`config.mk`:
```
export PLATFORM = sky130hd
export DESIGN_NAME = patan_mac
export DESIGN_NICKNAME = d
export VERILOG_FILES = /design/src/design/patan_pkg.sv /design/src/design/patan_mac.sv
export SDC_FILE = /design/constraint.sdc
export NUM_CORES = 2
export LEC_CHECK = 0
export BUFFER_PORTS_ARGS = -buffer_cell sky130_fd_sc_hd__buf_2
export CAP_MARGIN = 20
export CORE_AREA = 8 8 267 269
export CTS_CLUSTER_DIAMETER = 100
export DETAILED_ROUTE_END_ITERATION = 7
export DIE_AREA = 0 0 275 277
export HOLD_SLACK_MARGIN = 0.03
export PLACE_DENSITY = 0.8
export SETUP_SLACK_MARGIN = 0.5
export SYNTH_ARGS = -nofsm -noshare
export SYNTH_HDL_FRONTEND = slang
export SYNTH_SLANG_ARGS = --single-unit
```
`constraint.sdc`:
```
create_clock -name clk -period 11.7 [get_ports clk]
set_input_delay 1.17 -clock clk [delete_from_list [all_inputs] [get_ports clk]]
set_output_delay 1.17 -clock clk [all_outputs]
set_load 0.02 [all_outputs]
```
`src/design/patan_pkg.sv`:
```
`timescale 1ns / 1ps
package patan_pkg;

  localparam int INPUT_WIDTH     = 16;
  localparam int ANGLE_FRAC_BITS = 13;
  localparam int ANGLE_WIDTH     = ANGLE_FRAC_BITS + 3;

  localparam int QBITS     = 30;
  localparam int ACC_W     = QBITS + 4;
  localparam int MAG_W     = QBITS + 2;
  localparam int RATIO_W   = QBITS + 1;
  localparam int PROD_W    = MAG_W + RATIO_W;
  localparam int ROUND_SH  = QBITS - ANGLE_FRAC_BITS;

  localparam int DIV_STEPS  = 2;
  localparam int DIV_STAGES = (QBITS + DIV_STEPS) / DIV_STEPS;

  localparam int HORNER_STEPS = 5;
  localparam int MAC_UNITS    = HORNER_STEPS + 1;

  localparam int LATENCY = 1 + DIV_STAGES + 1 + 2 * MAC_UNITS + 3;

  localparam logic signed [ACC_W-1:0] COEF_C11 = ACC_W'(-64'sd14474544);

  localparam logic signed [ACC_W-1:0] COEF_TBL [HORNER_STEPS] = '{
    ACC_W'(64'sd61715796),
    ACC_W'(-64'sd130179461),
    ACC_W'(64'sd210062475),
    ACC_W'(-64'sd357550226),
    ACC_W'(64'sd1073737132)
  };

  localparam logic signed [ACC_W-1:0] HALF_PI_Q = ACC_W'(64'sd1686629713);
  localparam logic signed [ACC_W-1:0] PI_Q      = ACC_W'(64'sd3373259426);
  localparam logic signed [ACC_W-1:0] PI_LESS_HALF_Q = PI_Q - HALF_PI_Q;

  localparam logic signed [ANGLE_WIDTH-1:0] ANGLE_PI =
    ANGLE_WIDTH'((PI_Q + (ACC_W'(1) <<< (ROUND_SH - 1))) >>> ROUND_SH);

  typedef struct packed {
    logic signed [INPUT_WIDTH-1:0] y_in;
    logic signed [INPUT_WIDTH-1:0] x_in;
  } in_t;

  typedef struct packed {
    logic signed [ANGLE_WIDTH-1:0] angle;
    logic                          zero_input;
  } out_t;

  typedef struct packed {
    logic valid;
    logic zero;
    logic swap;
    logic xneg;
    logic yneg;
  } flags_t;

  typedef struct packed {
    flags_t                 f;
    logic [INPUT_WIDTH-1:0] hi;
    logic [INPUT_WIDTH-1:0] rem;
    logic [QBITS:0]         q;
  } div_t;

  typedef struct packed {
    flags_t                   f;
    logic [QBITS:0]           r;
    logic [QBITS:0]           r2;
    logic signed [ACC_W-1:0]  acc;
  } pipe_t;

endpackage

```
`src/design/patan_mac.sv`:
```
`timescale 1ns / 1ps
module patan_mac
  import patan_pkg::*;
(
  input  logic                    clk,
  input  logic                    rst_n,
  input  pipe_t                   pipe_i,
  input  logic signed [ACC_W-1:0] coef,
  input  logic                    sel_r,
  output pipe_t                   pipe_o
);

  pipe_t             a_r;
  logic              neg_r;
  logic [PROD_W-1:0] prod_r;
  logic              neg_nxt;
  logic [PROD_W-1:0] prod_nxt;
  pipe_t             b_r;
  pipe_t             b_nxt;

  always_comb begin
    logic [ACC_W-1:0]   mag;
    logic [RATIO_W-1:0] q;
    neg_nxt  = pipe_i.acc[ACC_W-1];
    mag      = neg_nxt ? ACC_W'(-pipe_i.acc) : pipe_i.acc;
    q        = sel_r ? pipe_i.r : pipe_i.r2;
    prod_nxt = mag[MAG_W-1:0] * q;
  end

  always_ff @(posedge clk) begin
    neg_r  <= neg_nxt;
    prod_r <= prod_nxt;
    if (!rst_n) begin
      a_r <= '0;
    end else begin
      a_r <= pipe_i;
    end
  end

  always_comb begin
    logic [PROD_W:0]          sum;
    logic signed [ACC_W-1:0]  p;
    sum       = {1'b0, prod_r} + ((PROD_W + 1)'(1) << (QBITS - 1));
    p         = ACC_W'(sum >> QBITS);
    b_nxt     = a_r;
    b_nxt.acc = (neg_r ? -p : p) + coef;
  end

  always_ff @(posedge clk) begin
    if (!rst_n) begin
      b_r <= '0;
    end else begin
      b_r <= b_nxt;
    end
  end

  assign pipe_o = b_r;

endmodule

```
==> impl_metrics.env <==
export IMPL_cts_hold_buffers_added=0
export IMPL_crit_type="primary input to flop"
export IMPL_cp_common_cell="fa_1"
export IMPL_ys_seq_area_frac=0.102
export IMPL_synthAdderAreaFrac=0.528
export IMPL_drv_cap=0
export IMPL_worstSkewPairLatency_ns=0.52
export IMPL_synth_top_family_by_area="adder cells"
export IMPL_grt_pass1_wl_um=193000
export IMPL_setup_tns_ns=0
export IMPL_syn_area_mm2=0.0397
export IMPL_core_area_mm2=0.0668
export IMPL_cp_slowest_stage_delay_ns=0.56
export IMPL_synth_nets=5709
export IMPL_fill_cells=5348
export IMPL_syn_to_final_growth_pct=8.44
export IMPL_numCtsBuffers=21
export IMPL_die_height_um=277
export IMPL_layout_nets=5896
export IMPL_place_area_mm2=0.0423
export IMPL_synth_edf_count=0
export IMPL_synth_cell_types=77
export IMPL_synth_compound_area_share=0.0518
export IMPL_start_util=0.594
export IMPL_post_cts_buffers=0
export IMPL_yosys_warnings=0
export IMPL_drive_above_1_share=0.103
export IMPL_synth_async_reset_ratio=0
export IMPL_root_buffer="clkbuf_16"
export IMPL_skew_ns=0.0247
export IMPL_wl_per_cell_um=22.7
export IMPL_rr_worst_depth=19
export IMPL_cp_max_fo=17
export IMPL_drv_slew=0
export IMPL_first_global_vias=33500
export IMPL_cts_tree="done"
export IMPL_grt_max_degree=104
export IMPL_setup_viol=0
export IMPL_slew_headroom=0.250
export IMPL_status="complete, but fails checks"
export IMPL_ant_nets=0
export IMPL_fp_dieArea_mm2=0.0762
export IMPL_dr_pass1_iters=8
export IMPL_required_ns=12.15
export IMPL_hpwlAfterDp_um=103000
export IMPL_synth_simple_area_share=0.161
export IMPL_drtIter0Drc=3251
export IMPL_violations="design-rule violations"
export IMPL_cp_slowest_cell="or4_1"
export IMPL_synth_ff_type="dfxtp_1"
export IMPL_drc_errors=2
export IMPL_fin_crit_sh=0.924
export IMPL_grt_setup_unrepaired="true"
export IMPL_gp_congestion=1.02
export IMPL_final_cell_area_mm2=0.0430
export IMPL_routed_via_count=32300
export IMPL_worst_slew_pin_slew_ns=1.12
export IMPL_arrival_ns=11.26
export IMPL_antenna_found_initial=19
export IMPL_vias_per_cell=5.86
export IMPL_hold_viol=0
export IMPL_io_pins=239
export IMPL_cp_end_kind="flop"
export IMPL_postSynthAreaPerCell_um2=8.99
export IMPL_min_period_ns=10.82
export IMPL_portBuffers=237
export IMPL_synth_mux_area_fraction=0.0184
export IMPL_start_kind="primary input"
export IMPL_ys_seq_elements=203
export IMPL_netlist_instances=4416
export IMPL_track_usage=0.330
export IMPL_clockBufferDepth=3
export IMPL_hold_path_class="flop to flop"
export IMPL_grt_remaining_overflow=0
export IMPL_cts_sinks=203
export IMPL_min_path_cells=1
export IMPL_rows=95
export IMPL_die_w_um=275
export IMPL_wirelength_um=125000
export IMPL_synth_xor_xnor_area_share=0.0416
export IMPL_clk_pin_slew_worst_paths_ns=0.07
export IMPL_h_tree_depth=1
export IMPL_fmax_ghz=0.0925
-- cells in the mapped netlist, types with 29 or more instances --
library cell	instances	area, µm²
nor2_1	607	2280
xor2_1	72	631
a21o_1	38	285
mux2i_1	36	360
mux2_2	33	372
ha_1	289	3620
a21oi_1	74	370
inv_1	824	3090
and2_1	148	926
o21ai_0	52	260
clkbuf_1	158	593
nand2_1	546	2050
fa_1	866	17300
nand3_1	45	225
dfxtp_1	203	4060
nor3_1	29	145
xnor2_1	113	990
-- state kept, by name, indices dropped and copies added (netlist names) --
name and count:
prod_r 34, pipe_o 101, neg_r 1, a_r 67
-- final cells by class --
type	count	area, µm²	share of cell area
sequential	203	4060	0.0944
multi-input combinational	3199	32000	0.743
clock inverter	9	101	0.00235
timing repair buffer	353	2070	0.0481
tap	873	1090	0.0254
antenna	19	47.5	0.00110
clock buffer	28	582	0.0135
inverter	825	3100	0.0719
-- cell usage in the layout (no fill, tap or decap), types with 9 or more instances in the layout --
cell       count
mux2i_1       18
nor4_1        12
xnor2_1      104
a21o_1        38
buf_2        235
and4_1         9
nand4_1       18
nand3_1       45
nand2_1      546
o21a_1        11
o31ai_1       14
xnor2_2        9
and2_1       148
nor3_1        29
nor2_1       607
mux2_2        33
nand2b_1       9
buf_4        116
o21ai_0       50
inv_1        824
or3_1          9
o211ai_1      10
mux2i_2       15
dfxtp_1      203
ha_1         289
xor2_1        69
a31oi_1       14
and3_1        22
clkbuf_16     21
o21bai_1      10
diode_2       19
fa_1         866
a21oi_1       73
-- final timing paths --
kind                            startpoint          to  slack, ns
worst max-delay path             pipe_i[5]  prod_r[61]       0.88
worst min-delay path               a_r[86]  pipe_o[86]       0.43
worst max register to register  prod_r[30]  pipe_o[33]       5.14
worst min register to register     a_r[86]  pipe_o[86]       0.43
-- what timing repair did --
item | in CTS | in global routing
hold endpoints to repair | 0 | 0
setup endpoints to repair | 0 | 6
resized for setup | 0 | 4
-- per-stage QoR --
step                      worst slack (ns)  instances  hold WS, ns  utilization
after floorplan                       1.37       4416        0.412            -
final                                0.884       5509        0.432        0.644
after global routing                 0.496       5503        0.444        0.644
after detailed placement             0.379       5450        0.418        0.633
after global placement               0.553       5449        0.413        0.633
after CTS                            0.900       5487        0.433        0.643
-- kinds of logic after synthesis --
group                      count (synthesis)
AOI/OAI and AO/OA                        301
xor gates and xnor gates                 187
adders and majority gates               1155
buffers and inverters                   1014
DFF                                      203
muxes                                     69
and+or+nand+nor                         1487
-- metal layers --
layer / track usage / share of wire
met2: 0.477 / 0.41
met4: 0.172 / 0.067
met1: 0.424 / 0.36
met3: 0.131 / 0.16
met5: 0 / 0.00032
-- worst max-delay path, delay by kind of cell --
family | cells | cell delay, ns
adders and majority gates | 9 | 4.42
and+or+nand+nor | 8 | 2.46
AOI/OAI and AO/OA | 7 | 1.74
xor gates and xnor gates | 2 | 0.35
buffers and inverters | 8 | 1.09
Power is not shown: default switching activity piles up to over one toggle a cycle in this logic, so the estimate is an artifact.
