$ cat config.mk
export PLATFORM = sky130hd
export DESIGN_NAME = patan_out
export DESIGN_NICKNAME = d
export VERILOG_FILES = /design/src/design/patan_pkg.sv /design/src/design/patan_out.sv
export SDC_FILE = /design/constraint.sdc
export NUM_CORES = 1
export LEC_CHECK = 0
export ABC_AREA = 1
export BUFFER_PORTS_ARGS = -buffer_cell sky130_fd_sc_hd__buf_2
export CELL_PAD_IN_SITES_DETAIL_PLACEMENT = 1
export CELL_PAD_IN_SITES_GLOBAL_PLACEMENT = 1
export CORE_MARGIN = 5
export CORE_UTILIZATION = 40
export DETAILED_ROUTE_END_ITERATION = 7
export GPL_TIMING_DRIVEN = 0
export PLACE_DENSITY = 0.88
export SLEW_MARGIN = 15
export SYNTH_ARGS = -nofsm -noshare
export SYNTH_HDL_FRONTEND = slang
export SYNTH_SLANG_ARGS = --single-unit
$ cat constraint.sdc
create_clock -name clk -period 3.17 [get_ports clk]
set_input_delay 0.317 -clock clk [delete_from_list [all_inputs] [get_ports clk]]
set_output_delay 0.317 -clock clk [all_outputs]
set_load 0.05 [all_outputs]
$ cat src/design/patan_pkg.sv
`timescale 1ns / 1ps
package patan_pkg;

  localparam int INPUT_WIDTH     = 16;
  localparam int ANGLE_FRAC_BITS = 13;
  localparam int ANGLE_WIDTH     = ANGLE_FRAC_BITS + 3;

  localparam int QBITS     = 30;
  localparam int ACC_W     = QBITS + 4;
  localparam int MAG_W     = QBITS + 2;
  localparam int RATIO_W   = QBITS + 1;
  localparam int PROD_W    = MAG_W + RATIO_W;
  localparam int ROUND_SH  = QBITS - ANGLE_FRAC_BITS;

  localparam int DIV_STEPS  = 2;
  localparam int DIV_STAGES = (QBITS + DIV_STEPS) / DIV_STEPS;

  localparam int HORNER_STEPS = 5;
  localparam int MAC_UNITS    = HORNER_STEPS + 1;

  localparam int LATENCY = 1 + DIV_STAGES + 1 + 2 * MAC_UNITS + 3;

  localparam logic signed [ACC_W-1:0] COEF_C11 = ACC_W'(-64'sd14474544);

  localparam logic signed [ACC_W-1:0] COEF_TBL [HORNER_STEPS] = '{
    ACC_W'(64'sd61715796),
    ACC_W'(-64'sd130179461),
    ACC_W'(64'sd210062475),
    ACC_W'(-64'sd357550226),
    ACC_W'(64'sd1073737132)
  };

  localparam logic signed [ACC_W-1:0] HALF_PI_Q = ACC_W'(64'sd1686629713);
  localparam logic signed [ACC_W-1:0] PI_Q      = ACC_W'(64'sd3373259426);
  localparam logic signed [ACC_W-1:0] PI_LESS_HALF_Q = PI_Q - HALF_PI_Q;

  localparam logic signed [ANGLE_WIDTH-1:0] ANGLE_PI =
    ANGLE_WIDTH'((PI_Q + (ACC_W'(1) <<< (ROUND_SH - 1))) >>> ROUND_SH);

  typedef struct packed {
    logic signed [INPUT_WIDTH-1:0] y_in;
    logic signed [INPUT_WIDTH-1:0] x_in;
  } in_t;

  typedef struct packed {
    logic signed [ANGLE_WIDTH-1:0] angle;
    logic                          zero_input;
  } out_t;

  typedef struct packed {
    logic valid;
    logic zero;
    logic swap;
    logic xneg;
    logic yneg;
  } flags_t;

  typedef struct packed {
    flags_t                 f;
    logic [INPUT_WIDTH-1:0] hi;
    logic [INPUT_WIDTH-1:0] rem;
    logic [QBITS:0]         q;
  } div_t;

  typedef struct packed {
    flags_t                   f;
    logic [QBITS:0]           r;
    logic [QBITS:0]           r2;
    logic signed [ACC_W-1:0]  acc;
  } pipe_t;

endpackage

$ cat src/design/patan_out.sv
`timescale 1ns / 1ps
module patan_out
  import patan_pkg::*;
(
  input  logic  clk,
  input  logic  rst_n,
  input  pipe_t pipe_i,
  output logic  out_valid,
  output out_t  out_data
);

  flags_t                  f1_r;
  logic signed [ACC_W-1:0] v_r;
  logic signed [ACC_W-1:0] v_nxt;
  flags_t                  f2_r;
  logic                    neg_r;
  logic [ACC_W-1:0]        rnd_r;
  logic                    neg_nxt;
  logic [ACC_W-1:0]        rnd_nxt;
  logic                    valid_r;
  out_t                    data_r;
  out_t                    data_nxt;

  always_comb begin
    logic signed [ACC_W-1:0] base;
    case ({pipe_i.f.swap, pipe_i.f.xneg})
      2'b01:   base = PI_Q;
      2'b10:   base = HALF_PI_Q;
      2'b11:   base = PI_LESS_HALF_Q;
      default: base = '0;
    endcase
    v_nxt = (pipe_i.f.swap ^ pipe_i.f.xneg) ? base - pipe_i.acc : base + pipe_i.acc;
  end

  always_ff @(posedge clk) begin
    v_r <= v_nxt;
    if (!rst_n) begin
      f1_r <= '0;
    end else begin
      f1_r <= pipe_i.f;
    end
  end

  always_comb begin
    logic [ACC_W-1:0] mag;
    mag     = v_r[ACC_W-1] ? ACC_W'(-v_r) : v_r;
    neg_nxt = f1_r.yneg ^ v_r[ACC_W-1];
    rnd_nxt = (mag + (ACC_W'(1) << (ROUND_SH - 1))) >> ROUND_SH;
  end

  always_ff @(posedge clk) begin
    neg_r <= neg_nxt;
    rnd_r <= rnd_nxt;
    if (!rst_n) begin
      f2_r <= '0;
    end else begin
      f2_r <= f1_r;
    end
  end

  always_comb begin
    logic [ANGLE_WIDTH-1:0] a;
    a = rnd_r[ANGLE_WIDTH-1:0];
    if (f2_r.zero) begin
      data_nxt.angle      = '0;
      data_nxt.zero_input = 1'b1;
    end else begin
      data_nxt.angle      = neg_r ? -a : a;
      data_nxt.zero_input = 1'b0;
    end
  end

  always_ff @(posedge clk) begin
    data_r <= data_nxt;
    if (!rst_n) begin
      valid_r <= 1'b0;
    end else begin
      valid_r <= f2_r.valid;
    end
  end

  assign out_valid = valid_r;
  assign out_data  = data_r;

endmodule

==> impl_metrics.env <==
export IMPL_seq_power_share_pct=29.1
export IMPL_place_area_mm2=0.00708
export IMPL_cts_tree="built"
export IMPL_hold_path_class="primary input to flop"
export IMPL_syn_area_per_cell_um2=6.46
export IMPL_rr_startpoint="v_r[2]$_DFF_P_"
export IMPL_row_count=46
export IMPL_area_growth_pct=14.2
export IMPL_grt_pass1_wl_mm=30.8
export IMPL_cp_end_kind="flop"
export IMPL_max_freq_ghz=0.353
export IMPL_gp_congestion=0.888
export IMPL_synth_seq_cells=74
export IMPL_cts_clk_slew_worst_paths_ns=0.06
export IMPL_synthFlopType="dfxtp_1"
export IMPL_worstSetupPathType="primary input to flop"
export IMPL_routedWlPerCell_um=14.2
export IMPL_cts_made_buffers=9
export IMPL_final_setup_worst_slack_ns=0.336
export IMPL_port_buffers=58
export IMPL_finalClockSkew_ns=0.00494
export IMPL_synth_distinct_cells=55
export IMPL_synth_enable_flop_cells=0
export IMPL_cp_data_required_time_ns=3.39
export IMPL_synth_cells=1009
export IMPL_globalRouteTotalUtil_pct=20.3
export IMPL_clockPowerShare_pct=24.5
export IMPL_syn_area_mm2=0.00651
export IMPL_drive_above_1_share_pct=20.1
export IMPL_fin_hold_ws_ns=0.153
export IMPL_startpoint_type="primary input"
export IMPL_io_pins=121
export IMPL_period_share_pct=89.4
export IMPL_yosysSeqAreaShare_pct=22.7
export IMPL_rsz0062_at_grt="no"
export IMPL_insertedDiodeCount=0
export IMPL_startpoint="pipe_i[97]"
export IMPL_arrival_ns=3.06
export IMPL_relSlewSlack_pct=67.2
export IMPL_nets=1205
export IMPL_core_area_mm2=0.0159
export IMPL_synth_nets=1137
export IMPL_grt_max_degree=14
export IMPL_async_flop_share_pct=0
export IMPL_vias=6474
export IMPL_viasPerCell=4.99
export IMPL_ir_worst_vdd_uv=427
export IMPL_cp_max_fo=19
export IMPL_clkLatencyLatePin_ns=0.34
export IMPL_p_sw_share_pct=44.4
export IMPL_antenna_found_initial=0
export IMPL_min_period_ns=2.83
export IMPL_overflow=0
export IMPL_final_util_pct=46.6
export IMPL_fin_area_mm2=0.00744
export IMPL_p_per_area_mw_per_mm2=685
export IMPL_clock_root_buffer="clkbuf_16"
export IMPL_pre_cts_ws_ns=-0.113
export IMPL_ctsResizeCount=0
export IMPL_p_comb_share_pct=46.5
export IMPL_status="completed"
export IMPL_grt_pass1_vias=6730
export IMPL_drc=0
export IMPL_multi_input_comb_area_mm2=0.00436
export IMPL_stdcell_count=1298
export IMPL_initial_core_util_pct=40.9
export IMPL_wirelength_mm=18.4
export IMPL_power_switching_mw=2.26
export IMPL_seqCellArea_mm2=0.00148
export IMPL_final_antenna_net_count=0
export IMPL_power_total_mw=5.09
export IMPL_worstMarginPinSlew_ns=0.492
export IMPL_htree_num_levels=3
export IMPL_nFillCells=2172
export IMPL_setup_viol=0
export IMPL_cellLeakagePower_nw=3.86
export IMPL_drt_pass1_iterations=4
export IMPL_dp_cells=1283
export IMPL_die_h_um=138
export IMPL_finalHoldViolCount=0
export IMPL_maxCapViolCount=0
export IMPL_clock_sinks=74
export IMPL_setup_tns_final_ns=0
export IMPL_hold_start="pipe_i[100]"
export IMPL_dpl_hpwl_mm=15.8
export IMPL_hold_buffers=0
export IMPL_internal_power_mw=2.83
export IMPL_reg2reg_slack_ns=0.95
export IMPL_ys_warn_count=0
export IMPL_fp_dieW_um=138
export IMPL_first_iter_violations=209
export IMPL_die_area_mm2=0.0189
export IMPL_cts_setup_buffers=0
export IMPL_clk_path_buf_depth=2
export IMPL_slew_violations=0
## worst max-delay path, stage by stage
cell and delay, ns:
buf_2 0.12, inv_1 0.06, ha_1 0.31, inv_2 0.09
buf_6 0.22, buf_4 0.24, nand2_2 0.11, xor2_1 0.15
ha_1 0.36, nand2_1 0.14, inv_1 0.07, a21oi_1 0.22
a21boi_1 0.25, nor2_1 0.06, nor2_1 0.13, nand2_1 0.07
nand2_1 0.06, nand2_1 0.06
## power by group through the flow
stage	combinational (mW)	sequential [mW]	clock (mW)
CTS	2.38	1.48	1.27
detailed placement	2.36	1.50	0
floorplan	1.44	1.81	0
global placement	2.27	1.47	0
finish	2.37	1.48	1.25
global route	2.63	1.52	1.31
## synthesized netlist by cell type (3+ instances only)
library cell	n	share of area (%)
a21oi_1	38	2.9
and3_1	4	0.38
buf_4	3	0.35
dfxtp_1	74	23
nor3_1	13	1.0
nor2_8	3	0.92
ha_1	25	4.8
inv_1	142	8.2
nor4_1	4	0.38
nand3_2	16	2.5
o21ai_0	25	1.9
o21bai_1	3	0.35
nand2_4	13	2.2
o21ai_1	10	0.77
nand4_1	25	2.4
nor2_4	9	1.6
o21ai_2	5	0.67
inv_2	14	0.81
nand3_1	67	5.1
xor2_1	40	5.4
xnor2_1	15	2.0
nor2_1	99	5.7
a21oi_2	3	0.40
nand2_2	39	3.7
nor2_2	21	2.0
nand2_1	251	14
buf_2	3	0.23
nand3b_1	6	0.69
## flip-flops by register name, summed over array words and instances (netlist names)
register,count
f2_r,2
neg_r,1
v_r,34
rnd_r,16
f1_r,3
out_valid,1
out_data,17
## final timing paths
kind / end / cells past startpoint
worst max-delay path: v_r[26]$_DFF_P_ / 18
worst min-delay path: f1_r[4]$_SDFF_PN0_ / 3
worst max register to register: rnd_r[15]$_DFF_P_ / 13
worst min register to register: f2_r[4]$_SDFF_PN0_ / 2
## cell usage in the layout (no fill, tap or decap), types with 14 or more instances in the layout
cell type  instances
a21oi_1           38
nand3_2           16
o21ai_0           25
dfxtp_1           74
inv_1            142
nor2_1            99
ha_1              25
nand4_1           25
xnor2_1           15
nor2_2            21
nand2_1          251
buf_2             60
inv_2             14
nand2_2           39
xor2_1            40
nand3_1           67
## final cells by class
| type | count | area share, % |
|---|---|---|
| clock inverters | 6 | 1.85 |
| well taps | 216 | 3.63 |
| multi-input cells | 764 | 58.7 |
| inverters | 160 | 8.14 |
| flip-flops and latches | 74 | 19.9 |
| plain buffers | 10 | 0.791 |
| repair buffers | 58 | 3.90 |
| clock buffers | 10 | 3.08 |
## cell families after synthesis
logic type                 after synthesis  synth area share [%]
DFF                                     74                  22.7
AOI/OAI and AO/OA                       97                  8.66
and+or+nand+nor                        584                  45.4
xor gates and xnor gates                58                  8.14
adders and majority gates               25                  4.80
buffers and inverters                  171                  10.3
## routing by layer
layer	up-vias	wire length (um)	part of all wire, %	track usage [%]
met5	-	0	0	0
met4	0	438	2.4	7.26
met3	25	405	2.2	2.15
met2	86	9710	53	39.6
met1	3043	7830	43	22.4
li1	3320	-	-	-
Note: power is estimated with default switching activity, not from simulation.
